===== src/rtl/amtd_ram.sv =====
// Generic simple dual-port RAM with registered read.
module amtd_ram #(
	parameter int WIDTH = 8,
	parameter int DEPTH = 16
) (
	input  logic                     clk,
	input  logic                     we,
	input  logic [$clog2(DEPTH)-1:0] waddr,
	input  logic [WIDTH-1:0]         wdata,
	input  logic [$clog2(DEPTH)-1:0] raddr,
	output logic [WIDTH-1:0]         rdata
);

	logic [WIDTH-1:0] mem [DEPTH];

	// One write and one registered read per cycle.
	always_ff @(posedge clk) begin
		if (we) begin
			mem[waddr] <= wdata;
		end
		rdata <= mem[raddr];
	end

endmodule


===== config.mk =====
export PLATFORM = sky130hd
export DESIGN_NAME = amtd_ram
export DESIGN_NICKNAME = d
export VERILOG_FILES = /design/src/rtl/amtd_ram.sv
export SDC_FILE = /design/constraint.sdc
export NUM_CORES = 1
export LEC_CHECK = 0
export BUFFER_PORTS_ARGS = -buffer_cell sky130_fd_sc_hd__buf_2
export CAP_MARGIN = 10
export CORE_MARGIN = 4
export CORE_UTILIZATION = 60
export DETAILED_ROUTE_END_ITERATION = 8
export PLACE_DENSITY = 0.82
export SLEW_MARGIN = 30
export SYNTH_ARGS = -nofsm -noshare
export SYNTH_HDL_FRONTEND = slang
export SYNTH_SLANG_ARGS = --single-unit

===== constraint.sdc =====
create_clock -name clk -period 2.6 [get_ports clk]
set_clock_uncertainty 0.1 [all_clocks]
set_input_delay 0.52 -clock clk [delete_from_list [all_inputs] [get_ports clk]]
set_output_delay 0.52 -clock clk [all_outputs]
set_load 0.02 [all_outputs]

Word-level counts from Yosys, hierarchy flattened
Memory sizes are Yosys's and may differ from the RTL's. A register that Yosys moved wholly into a read port is not among the register bits.
Cells that the tools add are included.
{"block": "totals", "regBits": 0, "ram_bits": 128, "output_inout_bits": 8, "wordCells": 3, "n_memories": 1}
{"memory": "mem", "depth": 16, "word_bits": 8, "read_ports": 1, "rd_clocked_by_memory_dff": 1, "write_ports": 1, "line": "14", "source": "logic [WIDTH-1:0] mem [DEPTH];"}
{"block": "op_classes", "n_mux": 2}
{"operator": "1-bit two-way mux", "n": 2}

Longest topological paths before layout
Gate-level depths: netlist of the first run.
{"block": "logic_depth", "depth_word": 2, "depth_mapped": 5, "mapped_depth_nobuf": 3}

Worst setup path before layout of the first run
Ideal clock, no wire load.
{"block": "synth_path", "path_kind": "in2reg", "startpoint": "input waddr[2]", "endpoint": "memory mem[0][0] (enable)", "t_arrival_ns": 1.630, "required_ns": 2.117, "path_slack_ns": 0.487, "cell_stages": 2, "n_path_buf": 0, "cell_sequence": "or3b_2 -> nor3_1"}
{"item": "from (decl)", "line": "8", "source": "input logic [$clog2(DEPTH)-1:0] waddr,"}
{"item": "to (decl)", "line": "14"}
Straight into the memory's write port.

Worst setup path in the final report of the first run
{"block": "layout_path", "startpoint": "register rdata[7], read port of mem", "endpoint": "output rdata[7]"}
{"item": "from (decl)", "line": "11", "source": "output logic [WIDTH-1:0] rdata"}
No word-level cell between the ends.

==> results of run 1 <==
==> how the worst max path moves through the flow <==
stage / depth (start not counted) / slack, ps / startpoint / to
after floorplan: 2 / 490 / waddr[2] / mem[0][0]
after global placement: 5 / 540 / raddr[0] / rdata[0]
after detailed placement: 5 / 500 / raddr[0] / rdata[0]
after CTS: 1 / 930 / rdata[7] / rdata[7]
after global routing: 1 / 910 / rdata[7] / rdata[7]
final: 1 / 960 / rdata[7] / rdata[7]
==> where the power goes <==
group / internal, W / total (W) / leakage (nW) / switching (W)
sequential: 0.00245 / 0.00247 / 1.22 / 0.0000149
combinational: 0.0000978 / 0.000241 / 0.575 / 0.000143
clock: 0.00146 / 0.00235 / 0.274 / 0.000890
==> synthesized netlist by cell type (all sizes together) <==
library cell	count	area share [%]
edfxtp	128	75
a22oi	16	2.3
mux4	32	15
or3b	1	0.17
buf	7	1.1
nand3	1	0.097
and2	1	0.12
dfxtp	8	3.1
clkdlybuf4s25	3	0.58
nand2	9	0.66
and2b	1	0.15
nor2b	1	0.12
nand3b	2	0.29
nand2b	2	0.24
nor3	4	0.39
nor2	13	0.95
==> registers in the layout (all words and copies together), names as in the netlist <==
signal,flops
rdata,8
mem,128
==> layout make-up <==
cell class	instances	area (um2)
Clock buffer	18	418
Clock inverter	14	173
Fill cell	442	2230
Multi-Input combinational cell	83	1060
Sequential cell	136	4000
Tap cell	105	131
Timing Repair Buffer	43	285
==> cells by family (layout without fill, tap and decap cells) <==
group                  Yosys count  after routing  share of synthesized area (%)
AND/OR/NAND/NOR                 35             35                           3.18
AO/OA/AOI/OAI                   16             16                           2.33
flip-flops                     136            136                           77.8
multiplexers                    32             32                           15.0
buffers and inverters           10             75                           1.68
==> metal layers <==
metal  share of wire [%]  GRT usage (%)  up-vias
met2                  51           33.2      121
met4                 1.6           8.91        0
met1                  39           29.5     1263
met3                 7.5           6.44       15
li1                    -              -     1076
met5                   0              0        -
==> metrics by stage <==
step | cells | area [um2] | util (%) | hold WS (ps)
detailed placement | 367 | 5480 | 66.0 | 566
global placement | 367 | 5480 | 66.0 | 550
global route | 399 | 6070 | 73.1 | 275
finish | 399 | 6070 | 73.1 | 287
CTS | 399 | 6070 | 73.1 | 263
floorplan | 229 | 5150 | - | 519
==> metrics.md, run 1 <==
| Metric | Value |
|---|---|
| Run status | `finished, final reports clean` |
| Die Area | `0.0101 mm2` |
| CP Cell Sequence | `buf_2` |
| Placement row count | `33` |
| Post-route ant nets | `0` |
| CTS Root Buffer Type | `clkbuf_8` |
| Fraction of layout cells with a size suffix above 1 | `between 30% and 40%` |
| Vias in the first global route | `2,584` |
| Yosys warning count | `0` |
| Worst r2r src | `mem[2][5]` |
| Die X | `101 um` |
| CTS tree | `yes` |
| Flops & latches, synth | `136` |
| CP max FO | `1` |
| Ant. Diodes | `0` |
| Layout area overhead | `17.9%` |
| R2R Path End | `rdata[5]` |
| Crit-path slowest cell | `dfxtp_1` |
| CP Capture Type | `output port` |
| Clk sinks | `136` |
| Fin. Hold Viols | `0` |
| DR vias | `2,475` |
| Post-DP HPWL | `5.97 mm` |
| Fin Setup TNS | `0 ps` |
| H-tree depth | `4` |
| # Post-CTS Setup Buffers | `0` |
| Slew Limit Fails | `0` |
| Hold Path End | `mem[7][3]` |
| Overflow after GRT | `0` |
| Worst Path Buf+Inv | `1` |
| Global Route Usage Sum | `21.7%` |
| Die H | `slightly above 100 um` |
| Starting density of the core | `62.0%` |
| Most frequent cells in the layout | `128 x edfxtp_1, 25 x buf_2, 18 x mux4_2` |
| Worst-path clk slew | `around 60 ps` |
| First-pass GRT wire length | `~15 mm` |
| Slew @ Worst Pin | `740 ps` |
| Syn Nets | `247` |
| Setup Viol. Count Final | `0` |
| Max frequency | `0.609 GHz` |
| Drt pass-1 iters | `4` |
| Worst setup margin | `959 ps` |
| Post-CTS Hold Fix Bufs | `0` |
| Period Utilization, post-route | `63.1%` |
| CP Launch Type | `flop` |
| Max IR drop VDD | `612 uV` |
| Hold Crit Depth | `1` |
| Largest net degree at the start of global routing | `33` |
| Routed WL per cell | `24.8 um` |
| Synth cell types | `19` |
| R2R Setup Slk | `1100 ps` |
| Crit path required time | `1980 ps` |
| PD cells | `between 800 and 900 mW/mm2` |
| Hold Crit Start | `wdata[3]` |
| Gpl congestion | `0.729` |
| Clk buf depth | `2` |
| Unrepaired setup endpoints after global routing | `no` |
| Slew HR | `50.5%` |
| WL final | `9.89 mm` |
| Total power | `about 0.0051 W` |
| Leakage | `2.07 nW` |
| Core footprint | `0.00830 mm2` |
| Dpl ws | `505 ps` |
| Min-Delay Path Class | `in2reg` |
| Clock Latency Late Sink | `520 ps` |
| Seq/Total Area, Yosys | `slightly below 80%` |
| # port buffers | `25` |
| Vias per inst | `6.20` |
| Max incr delay on CP | `330 ps` |
| DRC marker count from the first detailed-route iteration | `289` |
| # DRC | `0` |
| Clock buffer count from CTS | `17` |
| Syn_area_per_cell | `22.5 um2` |
| Max Cap Viol | `0` |
| Data arrival, critical path | `1020 ps` |
| Cell count after synthesis | `between 200 and 250` |
| Initial antenna violation count | `0` |
| Delay-heaviest family, CP | `flip-flops` |
| Synthesized cell area | `0.00515 mm2` |
| PostCTS Resize Cnt | `0` |
| Nets | `299` |
| Min Clock Period, post-route | `~1600 ps` |
| Reg2reg path depth | `3` |
| Most common cell after layout, fill and taps aside | `edfxtp_1` |
| Type of the worst setup path | `reg2out` |
| IO Count | `26` |
Note: power is estimated with default switching activity, not from simulation.
==> inputs of run 2 (changes only) <==
==> constraint.sdc (replaced) <==
create_clock -name clk -period 1.57 [get_ports clk]
set_clock_uncertainty 0.1 [all_clocks]
set_input_delay 0.314 -clock clk [delete_from_list [all_inputs] [get_ports clk]]
set_output_delay 0.314 -clock clk [all_outputs]
set_load 0.02 [all_outputs]
==> run 2 against run 1 <==
  * Sequential power rose by 66%
  * Clock power rose by 63%
  * Combinational power rose by 79%
  * Critical path depth rose by 2
  * Critical path type is now reg2reg
  * Critical endpoint is now rdata[3]
  * Largest cell class unchanged
==> metrics.md, run 2 (same netlist as run 1, synthesis figures left out) <==
| Metric | Value |
|---|---|
| DR vias | `between 2,000 and 3,000` |
| CP max FO | `1` |
| # Post-CTS Setup Buffers | `0` |
| Worst r2r src | `mem[1][3]` |
| Leakage | `2.13 nW` |
| Hold Crit Depth | `1` |
| Layout area overhead | `19.9%` |
| Vias per inst | `6.29` |
| Slew HR | `46.1%` |
| Clock Latency Late Sink | `just over 500 ps` |
| Die X | `just over 100 um` |
| Die H | `101 um` |
| Ant. Diodes | `0` |
| First-pass GRT wire length | `16.5 mm` |
| R2R Path End | `rdata[3]` |
| Routed WL per cell | `26.8 um` |
| Layout Utilization | `about three quarters` |
| # port buffers | `25` |
| H-tree depth | `4` |
| Most common cell after layout, fill and taps aside | `edfxtp_1` |
| Hold Path End | `mem[10][0]` |
| CP Capture Type | `flop` |
| Setup Viol. Count Final | `0` |
| CP Cell Sequence | `mux4_1 -> a22oi_1 -> nand2_1` |
| Post-DP HPWL | `around 6.4 mm` |
| Min-Delay Path Class | `in2reg` |
| Run status | `finished, final reports clean` |
| Period Utilization, post-route | `96.1%` |
| Drt pass-1 iters | `4` |
| Gpl congestion | `between 0.7 and 0.8` |
| Finished Layout Cells | `406` |
| Clk buf depth | `2` |
| Biggest register | `mem` |
| Slew Limit Fails | `0` |
| Post-CTS Hold Fix Bufs | `0` |
| Nets | `306` |
| Core footprint | `just over 0.008 mm2` |
| CP Launch Type | `flop` |
| Crit path required time | `1860 ps` |
| Fraction of layout cells with a size suffix above 1 | `34.9%` |
| Critical Path Source | `mem[1][3]` |
| Post-route ant nets | `0` |
| Max IR drop VDD | `1120 uV` |
| Largest regs | `mem (128), rdata (8)` |
| Reg2reg path depth | `3` |
| Overflow after GRT | `0` |
| # DRC | `0` |
| Starting density of the core | `about 62%` |
| Crit-path slowest cell | `mux4_1` |
| CTS tree | `yes` |
| Most frequent cells in the layout | `128 x edfxtp_1, 25 x buf_2, 20 x buf_4` |
| DRC marker count from the first detailed-route iteration | `325` |
| Initial antenna violation count | `0` |
| Dpl ws | `-390 ps` |
| Clock buffer count from CTS | `17` |
| Min Clock Period, post-route | `1510 ps` |
| CTS Root Buffer Type | `clkbuf_8` |
| Type of the worst setup path | `reg2reg` |
| Placed cells | `374` |
| Fin. Hold Viols | `0` |
| Max Cap Viol | `0` |
| Global Route Usage Sum | `around a quarter` |
| Max incr delay on CP | `around 570 ps` |
| Slew @ Worst Pin | `807 ps` |
| Unrepaired setup endpoints after global routing | `no` |
| IO Count | `26` |
| Max frequency | `0.663 GHz` |
| R2R Setup Slk | `60 ps` |
| Die Area | `0.0101 mm2` |
| Hold Crit Start | `wdata[0]` |
| Worst setup margin | `61.0 ps` |
| Worst-path clk slew | `60 ps` |
| Placement row count | `33` |
| Clk sinks | `136` |
| Largest net degree at the start of global routing | `19` |
| Data arrival, critical path | `about 1800 ps` |
| Max reg flops | `128` |
| PostCTS Resize Cnt | `1` |
| Vias in the first global route | `~2,600` |
| WL final | `10.9 mm` |
| PD cells | `1360 mW/mm2` |
[run 2: changes by cell type in the layout (fill, tap and decap cells not counted), moves of 2 or more]
| cell | previous run | this run |
|---|---|---|
| buf_12 | 2 | 5 |
| nor3_2 | 0 | 3 |
| clkbuf_8 | 1 | 3 |
| buf_4 | 16 | 20 |
| nor3_1 | 4 | 1 |
[run 2: through the flow]
step	hold slack (ps)	area, um2	total power [W]	setup TNS (ps)
finish	75.1	6170	0.00837	0
global route	62.6	6170	0.00864	0
CTS	55.4	6170	0.00841	0
detailed placement	564	5580	0.00459	-5520
global placement	551	5580	0.00457	-4710
floorplan	313	5160	0.00439	-3390
[run 2: final cells by class]
cell class,instances,area (um2)
Timing Repair Buffer,50,375
Clock buffer,19,442
Tap cell,105,131
Sequential cell,136,4000
Fill cell,412,2130
Clock inverter,13,140
Multi-Input combinational cell,83,1080
[run 2: power by group]
part           leakage (nW)  switching [W]  internal (W)
clock                 0.277        0.00149       0.00235
combinational         0.627       0.000247      0.000184
sequential             1.22      0.0000306       0.00406
[run 2: worst max-delay path by stage]
stage                            to  slack [ps]  depth (start not counted)
after floorplan           mem[3][0]        -110                          2
after global placement     rdata[3]        -340                          5
after detailed placement   rdata[3]        -390                          5
after CTS                  rdata[7]          50                          3
after global routing       rdata[3]          30                          3
final                      rdata[3]          60                          3
[run 2: critical path: cells and delay by family, from the launching register on]
| family | cells | cell delay (ps) |
|---|---|---|
| compound gates | 1 | 260 |
| simple gates | 1 | 90 |
| mux | 1 | 570 |
| flops | 1 | 370 |
[run 2: layer usage]
| layer | global-route usage (%) | wire length [um] | up-vias |
|---|---|---|---|
| li1 | - | - | 1095 |
| met1 | 36.2 | 4270 | 1294 |
| met2 | 34.3 | 5310 | 154 |
| met3 | 7.75 | 1180 | 10 |
| met4 | 6.74 | 106 | 0 |
| met5 | 0 | 0 | - |
==> inputs of run 3 (changes only) <==
==> config.mk (replaced) <==
export PLATFORM = sky130hd
export DESIGN_NAME = amtd_ram
export DESIGN_NICKNAME = d
export VERILOG_FILES = /design/src/rtl/amtd_ram.sv
export SDC_FILE = /design/constraint.sdc
export NUM_CORES = 1
export LEC_CHECK = 0
export ABC_AREA = 1
export BUFFER_PORTS_ARGS = -buffer_cell sky130_fd_sc_hd__buf_2
export CAP_MARGIN = 10
export CORE_MARGIN = 4
export CORE_UTILIZATION = 61
export DETAILED_ROUTE_END_ITERATION = 8
export PLACE_DENSITY = 0.83
export SLEW_MARGIN = 25
export SYNTH_ARGS = -nofsm -noshare
export SYNTH_HDL_FRONTEND = slang
export SYNTH_SLANG_ARGS = --single-unit
==> run 3 against run 2 <==
  * Worst hold slack improved by 5.0 ps
  * Critical endpoint is now rdata[4]
  * Combinational power grew 25%
  * Synthesized cell count rose by 140%
  * Flip-flop and latch count did not move
==> metrics.md, run 3 <==
| Metric | Value |
|---|---|
| Run status | `finished, final reports clean` |
| Drt pass-1 iters | `5` |
| Post-DP HPWL | `7.83 mm` |
| Max IR drop VDD | `967 uV` |
| Unrepaired setup endpoints after global routing | `no` |
| CTS Root Buffer Type | `clkbuf_8` |
| Top_reg_cell synth | `edfxtp_1` |
| CP Capture Type | `output port` |
| Overflow after GRT | `0` |
| Syn_area_per_cell | `about 10 um2` |
| Vias per inst | `5.47` |
| PD cells | `between 1000 and 1500 mW/mm2` |
| # port buffers | `25` |
| Min-Delay Path Class | `in2reg` |
| H-tree depth | `4` |
| Clock Latency Late Sink | `around 510 ps` |
| Fin Setup TNS | `0 ps` |
| Max reg flops | `approximately 130` |
| Area contributors post-synth | `edfxtp_1 67%, nand2_1 11%, nand3_1 8.4%` |
| Initial antenna violation count | `0` |
| CP max FO | `1` |
| Period Utilization, post-route | `between 90 and 100%` |
| Fin. Hold Viols | `0` |
| Post-route ant nets | `0` |
| Biggest register | `mem` |
| Die H | `between 100 and 150 um` |
| Clk sinks | `approximately 140` |
| Layout area overhead | `17.6%` |
| Post-CTS Hold Fix Bufs | `0` |
| Synthesized cell area | `0.00577 mm2` |
| Max incr delay on CP | `370 ps` |
| Crit-path slowest cell | `dfxtp_1` |
| Slew @ Worst Pin | `376 ps` |
| Most frequent cells in the layout | `173 x nand2_1, 128 x edfxtp_1, 100 x inv_1` |
| Leakage | `2.98 nW` |
| Synth cell types | `12` |
| First-pass GRT wire length | `about 21 mm` |
| Most common cell after layout, fill and taps aside | `nand2_1` |
| CP Launch Type | `flop` |
| Slew HR | `74.9%` |
| Slew Limit Fails | `0` |
| Fillers | `573` |
| Crit path required time | `roughly 1200 ps` |
| Nets | `slightly above 600` |
| Delay-heaviest family, CP | `flip-flops` |
| Global Route Usage Sum | `25.2%` |
| Starting density of the core | `between 60% and 70%` |
| Die Area | `0.0111 mm2` |
| Max frequency | `0.675 GHz` |
| # Post-CTS Setup Buffers | `0` |
| Worst Path Buf+Inv | `1` |
| # DRC | `0` |
| Setup Viol. Count Final | `0` |
| Die X | `105 um` |
| Yosys warning count | `0` |
| Syn Nets | `569` |
| Cell count after synthesis | `551` |
| Type of the worst setup path | `reg2out` |
| Clock buffer count from CTS | `17` |
| Top cell type's share of synthesized area | `approximately 67%` |
| Dominant cell type by area after synthesis | `edfxtp_1` |
| PostCTS Resize Cnt | `0` |
| Max Cap Viol | `0` |
| Largest net degree at the start of global routing | `65` |
| Ant. Diodes | `0` |
| Gpl congestion | `0.923` |
| CTS tree | `yes` |
| Vias in the first global route | `4,036` |
| Clk buf depth | `2` |
| Hold Slack | `between 80 and 90 ps` |
| Post-synth EDFFs | `~130` |
| Min Clock Period, post-route | `1480 ps` |
| DR vias | `4,038` |
| CP Cell Sequence | `buf_2` |
| Flops & latches, synth | `136` |
| IO Count | `26` |
| Top-count cell post-synth | `nand2_1` |
| Fraction of layout cells with a size suffix above 1 | `13.0%` |
| Largest regs | `mem (128), rdata (8)` |
| Seq/Total Area, Yosys | `69.4%` |
| DRC marker count from the first detailed-route iteration | `326` |
| Top post-synthesis cells by count | `173 x nand2_1, 128 x edfxtp_1, 100 x inv_1` |
| R2R Setup Slk | `roughly 350 ps` |
| Routed WL per cell | `17.8 um` |
| Data arrival, critical path | `1070 ps` |
| Worst-path clk slew | `60 ps` |
| Core footprint | `~0.009 mm2` |
| WL final | `13.2 mm` |
| Placement row count | `35` |
| Async set-reset flop share out of synthesis | `0%` |
## run 3: cell types whose count changed in the layout (fill, tap and decap cells not counted), moves of 4 or more
cell       before  now
nand2_1         9  173
inv_1           0  100
nand3_1         1   97
mux4_2         18    0
a22oi_1        15    0
mux4_1         14    0
bufinv_16       2    7
clkinv_1        0    4
nor2_1         13   17
## run 3: path summary, 6_finish.rpt
kind,start,endpoint,depth (start not counted)
max,rdata[4],rdata[4],1
min reg2reg,mem[12][5],rdata[5],6
max reg2reg,mem[1][7],rdata[7],6
min,raddr[3],rdata[7],3
## run 3: final cells by class
type / instances / area, um2 / share of cell area, %
Sequential cell: 136 / 4000 / 59.1
Clock buffer: 18 / 418 / 6.16
Inverter: 102 / 383 / 5.65
Tap cell: 129 / 161 / 2.38
Clock inverter: 14 / 250 / 3.69
Timing Repair Buffer: 50 / 350 / 5.17
Multi-Input combinational cell: 289 / 1210 / 17.9
## run 3: report_power, final
group	internal [W]	switching (W)	total, W
clock	0.00305	0.00142	0.00447
combinational	0.000159	0.000381	0.000540
sequential	0.00406	0.0000261	0.00409
## run 3: metal layers
layer  GRT usage [%]  wire length, um  part of all wire, %
met1            31.2             4810                   37
met3            5.39             1220                  9.2
met5               0                0                    0
met2            42.7             6720                   51
met4            11.2              413                  3.1
## run 3: per-stage QoR
step	setup WS, ps	area [um2]	power (W)	std cells	utilization, %
floorplan	205	5770	0.00447	551	-
global placement	124	6110	0.00466	706	66.1
detailed placement	51.1	6110	0.00468	706	66.1
CTS	61.6	6780	0.00910	738	73.4
global route	57.8	6780	0.00937	738	73.4
finish	89.4	6780	0.00910	738	73.4
## run 3: kinds of logic after synthesis
logic type | share of synthesized area (%)
AND/OR/NAND/NOR | 21.0
flip-flops | 69.4
buffers and inverters | 9.52
